--- src/rtl/urss_pkg.sv ---
// Package for the ultrasonic range and servo sequencer.
// Holds the shared widths, register indexes and the configuration and result structs.
// No dependencies; every other RTL file refers to it by scoped names.
`default_nettype none

package urss_pkg;

    // Width of the saturating echo counter.
    localparam int COUNT_BITS = 16;

    // Widths fixed by the register map and result fields.
    localparam int TRIG_W   = 16;
    localparam int WIN_W    = 16;
    localparam int TIMER_W  = 20;
    localparam int REPS_W   = 8;
    localparam int TICKS_W  = 16;
    localparam int CFG_IDX_W  = 3;
    localparam int CFG_DATA_W = 20;

    // Compare width for the echo count against the window limits.
    localparam int CMP_W = (COUNT_BITS > WIN_W) ? COUNT_BITS : WIN_W;

    // Stream data widths, padded to whole bytes.
    localparam int S_DATA_W = 8;
    localparam int M_DATA_W = 24;

    // Configuration register indexes.
    localparam logic [CFG_IDX_W-1:0] REG_TRIGGER_TICKS  = 3'd0;
    localparam logic [CFG_IDX_W-1:0] REG_WINDOW_MIN     = 3'd1;
    localparam logic [CFG_IDX_W-1:0] REG_WINDOW_MAX     = 3'd2;
    localparam logic [CFG_IDX_W-1:0] REG_SERVO_PERIOD   = 3'd3;
    localparam logic [CFG_IDX_W-1:0] REG_NEAR_HIGH      = 3'd4;
    localparam logic [CFG_IDX_W-1:0] REG_FAR_HIGH       = 3'd5;
    localparam logic [CFG_IDX_W-1:0] REG_SERVO_REPEATS  = 3'd6;

    // Register reset values.
    localparam logic [TRIG_W-1:0]  RST_TRIGGER_TICKS = 16'd50;
    localparam logic [WIN_W-1:0]   RST_WINDOW_MIN    = 16'd295;
    localparam logic [WIN_W-1:0]   RST_WINDOW_MAX    = 16'd14704;
    localparam logic [TIMER_W-1:0] RST_SERVO_PERIOD  = 20'd100000;
    localparam logic [TIMER_W-1:0] RST_NEAR_HIGH     = 20'd11000;
    localparam logic [TIMER_W-1:0] RST_FAR_HIGH      = 20'd4000;
    localparam logic [REPS_W-1:0]  RST_SERVO_REPEATS = 8'd50;

    // Configuration as seen by the sequencer core.
    typedef struct packed {
        logic [TRIG_W-1:0]  trigger_ticks;
        logic [WIN_W-1:0]   window_min_count;
        logic [WIN_W-1:0]   window_max_count;
        logic [TIMER_W-1:0] servo_period_ticks;
        logic [TIMER_W-1:0] near_high_ticks;
        logic [TIMER_W-1:0] far_high_ticks;
        logic [REPS_W-1:0]  servo_repeats;
    } cfg_t;

    // One result item.
    typedef struct packed {
        logic [TICKS_W-1:0] echo_ticks;
        logic               measure_done;
        logic               led_out;
        logic               servo_out;
        logic               trigger_out;
    } res_t;

endpackage

`default_nettype wire

--- src/rtl/ultrasonic_range_servo_sequencer.sv ---
// Top level of the ultrasonic range and servo sequencer.
// Holds the configuration registers, the sample register and the output handshake.
// Depends on urss_pkg and urss_core.
//
// The block takes one echo sample per transfer, one transfer per clock unless
// backpressure stalls it, and returns exactly one result for each sample. A
// sample passes through the sample register and then the sequencer step into
// the result register; the step waits while the result register is full and
// not being taken. The sustained rate is one sample per cycle while results
// are taken. Backpressure on the result side stalls the input side only when
// both the result register and the sample register are full. Configuration
// writes are always accepted and should only be made while no sample is in
// flight. No clearing pass follows reset.
`default_nettype none

module ultrasonic_range_servo_sequencer (
    input  wire logic                               aclk,
    input  wire logic                               aresetn,
    // Input stream.
    input  wire logic                               s_tvalid,
    output logic                                    s_tready,
    input  wire logic [urss_pkg::S_DATA_W-1:0]      s_tdata,   // [0] echo_level, rest zero
    // Result stream.
    output logic                                    m_tvalid,
    input  wire logic                               m_tready,
    output logic [urss_pkg::M_DATA_W-1:0]           m_tdata,   // [0] trigger_out,
                                                               // [1] servo_out, [2] led_out,
                                                               // [3] measure_done,
                                                               // [19:4] echo_ticks, rest zero
    // Configuration write channel.
    input  wire logic                               cfg_valid,
    output logic                                    cfg_ready,
    input  wire logic [urss_pkg::CFG_IDX_W-1:0]     cfg_index,
    input  wire logic [urss_pkg::CFG_DATA_W-1:0]    cfg_data
);

    urss_pkg::cfg_t cfg_reg;
    logic           in_valid_reg;
    logic           in_echo_reg;
    logic           out_valid_reg;
    logic           out_free;
    logic           step;
    urss_pkg::res_t res;

    // Handshake: the result register frees when empty or being taken.
    assign out_free  = !out_valid_reg || m_tready;
    assign step      = in_valid_reg && out_free;
    assign s_tready  = !in_valid_reg || out_free;
    assign cfg_ready = 1'b1;

    // Configuration register writes.
    always_ff @(posedge aclk) begin
        if (!aresetn) begin
            cfg_reg.trigger_ticks      <= urss_pkg::RST_TRIGGER_TICKS;
            cfg_reg.window_min_count   <= urss_pkg::RST_WINDOW_MIN;
            cfg_reg.window_max_count   <= urss_pkg::RST_WINDOW_MAX;
            cfg_reg.servo_period_ticks <= urss_pkg::RST_SERVO_PERIOD;
            cfg_reg.near_high_ticks    <= urss_pkg::RST_NEAR_HIGH;
            cfg_reg.far_high_ticks     <= urss_pkg::RST_FAR_HIGH;
            cfg_reg.servo_repeats      <= urss_pkg::RST_SERVO_REPEATS;
        end else if (cfg_valid && cfg_ready) begin
            unique case (cfg_index)
                urss_pkg::REG_TRIGGER_TICKS:
                    cfg_reg.trigger_ticks <= cfg_data[urss_pkg::TRIG_W-1:0];
                urss_pkg::REG_WINDOW_MIN:
                    cfg_reg.window_min_count <= cfg_data[urss_pkg::WIN_W-1:0];
                urss_pkg::REG_WINDOW_MAX:
                    cfg_reg.window_max_count <= cfg_data[urss_pkg::WIN_W-1:0];
                urss_pkg::REG_SERVO_PERIOD:
                    cfg_reg.servo_period_ticks <= cfg_data[urss_pkg::TIMER_W-1:0];
                urss_pkg::REG_NEAR_HIGH:
                    cfg_reg.near_high_ticks <= cfg_data[urss_pkg::TIMER_W-1:0];
                urss_pkg::REG_FAR_HIGH:
                    cfg_reg.far_high_ticks <= cfg_data[urss_pkg::TIMER_W-1:0];
                urss_pkg::REG_SERVO_REPEATS:
                    cfg_reg.servo_repeats <= cfg_data[urss_pkg::REPS_W-1:0];
                default: begin
                end
            endcase
        end
    end

    // Sample register: filled on an input transfer, drained by a step.
    always_ff @(posedge aclk) begin
        if (!aresetn) begin
            in_valid_reg <= 1'b0;
        end else if (s_tvalid && s_tready) begin
            in_valid_reg <= 1'b1;
        end else if (step) begin
            in_valid_reg <= 1'b0;
        end
        if (s_tvalid && s_tready) begin
            in_echo_reg <= s_tdata[0];
        end
    end

    // Result valid flag; the payload sits in the core's result register.
    always_ff @(posedge aclk) begin
        if (!aresetn) begin
            out_valid_reg <= 1'b0;
        end else if (step) begin
            out_valid_reg <= 1'b1;
        end else if (m_tready) begin
            out_valid_reg <= 1'b0;
        end
    end

    urss_core u_core (
        .aclk    (aclk),
        .aresetn (aresetn),
        .step    (step),
        .echo    (in_echo_reg),
        .cfg     (cfg_reg),
        .res     (res)
    );

    assign m_tvalid = out_valid_reg;
    assign m_tdata  = urss_pkg::M_DATA_W'({res.echo_ticks, res.measure_done,
                                           res.led_out, res.servo_out, res.trigger_out});

endmodule

`default_nettype wire

--- src/rtl/urss_core.sv ---
// Sequencer core: trigger, echo wait, echo count and servo phases.
// Holds the phase state and the result register; advances once per step.
// Depends on urss_pkg.
`default_nettype none

module urss_core (
    input  wire logic           aclk,
    input  wire logic           aresetn,
    input  wire logic           step,
    input  wire logic           echo,
    input  wire urss_pkg::cfg_t cfg,
    output urss_pkg::res_t      res
);

    typedef enum logic [1:0] {
        PH_TRIG  = 2'd0,
        PH_WAIT  = 2'd1,
        PH_COUNT = 2'd2,
        PH_SERVO = 2'd3
    } phase_t;

    localparam logic [urss_pkg::COUNT_BITS-1:0] COUNT_LIMIT = '1;

    phase_t                            phase_reg, phase_next;
    logic [urss_pkg::TIMER_W-1:0]      timer_reg, timer_next;
    logic [urss_pkg::COUNT_BITS-1:0]   count_reg, count_next;
    logic [urss_pkg::REPS_W-1:0]       periods_reg, periods_next;
    logic                              in_window_reg, in_window_next;
    urss_pkg::res_t                    res_reg, res_next;

    logic [urss_pkg::TIMER_W:0]        timer_inc;
    logic [urss_pkg::TRIG_W-1:0]       trig_len;
    logic [urss_pkg::TIMER_W-1:0]      period_len;
    logic [urss_pkg::REPS_W-1:0]       reps;
    logic [urss_pkg::TIMER_W-1:0]      high_len;
    logic [urss_pkg::REPS_W:0]         periods_inc;
    logic [urss_pkg::CMP_W-1:0]        count_cmp;
    logic                              trig_bit;
    logic                              servo_bit;
    logic                              done_bit;

    // Zero lengths and counts are treated as one.
    assign trig_len   = (cfg.trigger_ticks == '0) ? urss_pkg::TRIG_W'(1) : cfg.trigger_ticks;
    assign period_len = (cfg.servo_period_ticks == '0) ?
                        urss_pkg::TIMER_W'(1) : cfg.servo_period_ticks;
    assign reps       = (cfg.servo_repeats == '0) ? urss_pkg::REPS_W'(1) : cfg.servo_repeats;
    assign high_len   = in_window_reg ? cfg.near_high_ticks : cfg.far_high_ticks;

    assign timer_inc   = {1'b0, timer_reg} + (urss_pkg::TIMER_W+1)'(1);
    assign periods_inc = {1'b0, periods_reg} + (urss_pkg::REPS_W+1)'(1);
    assign count_cmp   = urss_pkg::CMP_W'(count_reg);

    // Next state and result for one sample.
    always_comb begin
        phase_next     = phase_reg;
        timer_next     = timer_reg;
        count_next     = count_reg;
        periods_next   = periods_reg;
        in_window_next = in_window_reg;
        trig_bit       = 1'b0;
        servo_bit      = 1'b0;
        done_bit       = 1'b0;
        unique case (phase_reg)
            PH_WAIT: begin
                if (echo) begin
                    count_next = urss_pkg::COUNT_BITS'(1);
                    phase_next = PH_COUNT;
                end
            end
            PH_COUNT: begin
                if (echo) begin
                    // Saturate rather than wrap.
                    if (count_reg != COUNT_LIMIT) begin
                        count_next = count_reg + urss_pkg::COUNT_BITS'(1);
                    end
                end else begin
                    in_window_next =
                        (count_cmp >= urss_pkg::CMP_W'(cfg.window_min_count)) &&
                        (count_cmp <= urss_pkg::CMP_W'(cfg.window_max_count));
                    done_bit     = 1'b1;
                    phase_next   = PH_SERVO;
                    timer_next   = '0;
                    periods_next = '0;
                end
            end
            PH_SERVO: begin
                servo_bit = (timer_reg < high_len);
                if (timer_inc >= (urss_pkg::TIMER_W+1)'(period_len)) begin
                    timer_next = '0;
                    if (periods_inc >= (urss_pkg::REPS_W+1)'(reps)) begin
                        periods_next = '0;
                        phase_next   = PH_TRIG;
                    end else begin
                        periods_next = periods_inc[urss_pkg::REPS_W-1:0];
                    end
                end else begin
                    timer_next = timer_inc[urss_pkg::TIMER_W-1:0];
                end
            end
            default: begin
                // Trigger phase.
                trig_bit = 1'b1;
                if (timer_inc >= (urss_pkg::TIMER_W+1)'(trig_len)) begin
                    timer_next = '0;
                    phase_next = PH_WAIT;
                end else begin
                    timer_next = timer_inc[urss_pkg::TIMER_W-1:0];
                end
            end
        endcase

        res_next.trigger_out  = trig_bit;
        res_next.servo_out    = servo_bit;
        res_next.led_out      = in_window_next;
        res_next.measure_done = done_bit;
        res_next.echo_ticks   = urss_pkg::TICKS_W'(count_next);
    end

    // State and result register, advanced on each sample step.
    always_ff @(posedge aclk) begin
        if (!aresetn) begin
            phase_reg     <= PH_TRIG;
            timer_reg     <= '0;
            count_reg     <= '0;
            periods_reg   <= '0;
            in_window_reg <= 1'b0;
        end else if (step) begin
            phase_reg     <= phase_next;
            timer_reg     <= timer_next;
            count_reg     <= count_next;
            periods_reg   <= periods_next;
            in_window_reg <= in_window_next;
        end
        if (step) begin
            res_reg <= res_next;
        end
    end

    assign res = res_reg;

endmodule

`default_nettype wire

--- config.mk ---
export PLATFORM = sky130hd
export DESIGN_NAME = ultrasonic_range_servo_sequencer
export DESIGN_NICKNAME = d
export VERILOG_FILES = /design/src/rtl/urss_pkg.sv /design/src/rtl/ultrasonic_range_servo_sequencer.sv /design/src/rtl/urss_core.sv
export SDC_FILE = /design/constraint.sdc
export NUM_CORES = 1
export LEC_CHECK = 0
export ABC_AREA = 0
export BUFFER_PORTS_ARGS = -buffer_cell sky130_fd_sc_hd__buf_4
export CAP_MARGIN = 20
export CELL_PAD_IN_SITES_DETAIL_PLACEMENT = 0
export CELL_PAD_IN_SITES_GLOBAL_PLACEMENT = 1
export CORE_MARGIN = 5
export CORE_UTILIZATION = 46
export DETAILED_ROUTE_END_ITERATION = 10
export GPL_TIMING_DRIVEN = 0
export PLACE_DENSITY = 0.84
export SLEW_MARGIN = 20
export SYNTH_ARGS = -nofsm -noshare
export SYNTH_HDL_FRONTEND = slang
export SYNTH_SLANG_ARGS = --single-unit
--- constraint.sdc ---
create_clock -name aclk -period 4.32 [get_ports aclk]
set_input_delay 0 -clock aclk [delete_from_list [all_inputs] [get_ports aclk]]
set_output_delay 0 -clock aclk [all_outputs]
set_load 0.005 [all_outputs]
==> results.md <==
* Max Freq at about 0.25 GHz
* Site row count at 55
* Max Cap Viol at 0
* Worst Setup Slack, final at 0.255 ns
* Placed cells at 1640
* Flop2flop setup slack at between 0.2 and 0.3 ns
* Number of antenna diodes at 0
* Core region area at 22600 um2
* Vias/cell at ~5.6
* Worst-path clk slew at ~0.070 ns
* Overflow after GRT at 0
* Hold endpoint: cfg_reg[7]
* Worst IR drop on VDD at 0.216 mV
* Clock Sinks at ~190
* Syn Std Cell Area at 10600 um2
* Post-synth top area share at 0.313
* Cells after synthesis at 1305
* Final Slew Violations at 0
* Final Hold Vio Count at 0
* Setup violations, final at 0
* Ys flop type: dfxtp_1
* Latest clock arrival within the worst-skew pair at 0.44 ns
* Synth warn at 0
* Layout cell share with drive strength beyond 1 at 0.0834
* Largest net degree at the start of global routing at 30
* Final wirelength at 30700 um
* Top cell type by total area after synthesis: dfxtp_1
* TNS Setup at 0 ns
* Commonest non-fill, non-tap cell in the layout: nand2_1
* Register bit total from synthesis at 186
* Final Non-Filler Cells at 1700
* Post-synth EDFFs at 21
* Initial antenna violation count at 0
* Post-route cell area at between 10000 and 15000 um2
* Worst r2r src: u_core.timer_reg[6]
* DRT Pass-1 Iters at 7
* P per Cell Area at 300 nW/um2
* CP Capture Type: flop
* Port Buffers at 47
* Outcome: complete, no violations
* WS Path Type: reg -> reg
* Worst r2r path cells at 13
* DP HPWL at between 20000 and 25000 um
* Fillers at 2161
* Period utilization at 0.941
* Starting Density at 0.466
* GPL Wtd Cong at 0.895
* CP startpoint: u_core.timer_reg[6]
* Total CTS buffers at 17
* Number of global-route vias before repair at 8818
* Min Tclk post-route at between 4 and 5 ns
* Sequential cell area fraction in the yosys report at 0.372
* Worst hold start: cfg_index[1]
* Global-route wire length before repair at 48600 um
* Critical Path RT at 4.68 ns
* Max clock buf depth at 2
* Die ar. at 26100 um2
* Worst Hold Class: in -> reg
* Startpoint Class: flop
* ANT nets after route at 0
* Global-route usage over all layers at 0.236
* Post-Place Worst Slack at roughly 0.14 ns
* Die W at 162 um
* Die height at 162 um
* Worst Skew at 0.0122 ns
* Mean post-synth cell area at 8.09 um2
* Initial detailed-routing violation count at 745
* RSZ-0062 raised after global routing: false
* Ports at 63
* Worst-margin pin slew at 0.874 ns
* WP data arrival at 4.42 ns
* CTS tree: yes
* Slew headroom at 0.415
* Crit-path max FO at 10
* Final nets at 1540
* Hold Path Depth at 5
* Max reg flops at 116
* Ys async rst share at 0
* Area after DPL at 11300 um2
* Via count at 9472
* Pwr Total at ~3.6 mW
* R2R Path End: u_core.timer_reg[6]
* Root buf cell: clkbuf_16
* Yosys cell types at 70
* Synth area leaders: dfxtp_1, ha_1, nand2_1
* Layout area overhead at 14.9%
* # DRC at 0
* LEAKAGE at just over 5 nW
* CTS H-tree lvls at 4
* DR WL/cell at roughly 18 um
* Commonest non-fill, non-tap cells in the layout: nand2_1, dfxtp_1, a21oi_1
report_power, final:
part           internal (mW)  switching, mW
registers               1.78         0.0247
logic                  0.104          0.182
clock network          0.823          0.720
kinds of logic (layout without fill, tap and decap cells):
logic type	after synthesis	in the layout	share of synthesized area
and+or+nand+nor	509	509	0.224
AOI/OAI and AO/OA	287	287	0.169
DFF	186	186	0.372
buffers and inverters	160	267	0.0605
adders and majority gates	102	102	0.121
xor gates and xnor gates	30	30	0.0249
muxes	29	29	0.0282
other	2	5	0.000711
cell type report:
type | count | area [um2] | share of cell area
multi-input cells | 962 | 6020 | 0.496
clock inverters | 11 | 113 | 0.00928
plain buffers | 71 | 307 | 0.0253
repair buffers | 75 | 628 | 0.0517
inverters | 89 | 334 | 0.0275
clock buffers | 21 | 450 | 0.0371
flip-flops and latches | 186 | 3930 | 0.324
well taps | 285 | 357 | 0.0294
critical path, stage by stage, from the launching register on:
cell and delay (ns):
dfxtp_1 0.49, nand4_2 0.26, nor3_1 0.63, and3_2 0.29
xor2_1 0.32, ha_1 0.30, nand2_1 0.08, o21ai_0 0.09
a221oi_1 0.40, nand4_1 0.28, nor4b_4 0.36, nor2_4 0.11
buf_2 0.23, o21ai_1 0.15
per-layer routing:
metal	GRT usage	wire (um)	vias to the layer above
met1	0.341	14700	4472
met4	0.0481	343	0
met5	0	0	-
met2	0.376	13800	245
met3	0.0362	1890	28
li1	-	-	4727
Yosys cell counts, types with 10 or more instances:
cell type  instances
edfxtp_1          21
o31ai_1           10
nand3_1           52
dfxtp_1          165
nand2b_1          11
xor2_1            17
a21o_1            25
o21ai_0           25
o211ai_1          26
and3_1            14
a21oi_1          121
nor2_1            56
xnor2_1           13
nand2_1          287
a211oi_1          15
o21ai_1           15
nor4_1            11
nor3_1            13
ha_1             102
nand4_1           21
inv_1             88
a31oi_1           10
mux2i_1           23
clkbuf_1          56
stage by stage:
stage	utilization	hold slack (ns)
3_5_place_dp	0.498	0.180
3_3_place_gp	0.498	0.179
5_1_grt	0.536	0.150
2_1_floorplan	-	0.0989
6_report	0.536	0.106
4_1_cts	0.535	0.0753
worst max-delay path by stage:
stage	endpoint	slack [ns]	cells after the start
after detailed placement	u_core.timer_reg[14]	0.14	14
after global placement	u_core.timer_reg[4]	0.18	14
after floorplan	u_core.timer_reg[14]	1.06	14
after CTS	u_core.timer_reg[6]	0.11	14
after global routing	u_core.timer_reg[6]	0.01	14
final	u_core.timer_reg[6]	0.25	13
what timing repair did:
| item | in CTS | in global routing |
|---|---|---|
| hold buffers | 26 | 0 |
| endpoints found under the setup margin | 0 | 21 |
| buffers inserted | 0 | 2 |
| endpoints found under the hold margin | 120 | 0 |
| gates resized for setup | 0 | 2 |
Power figures use the tool's default switching activity.
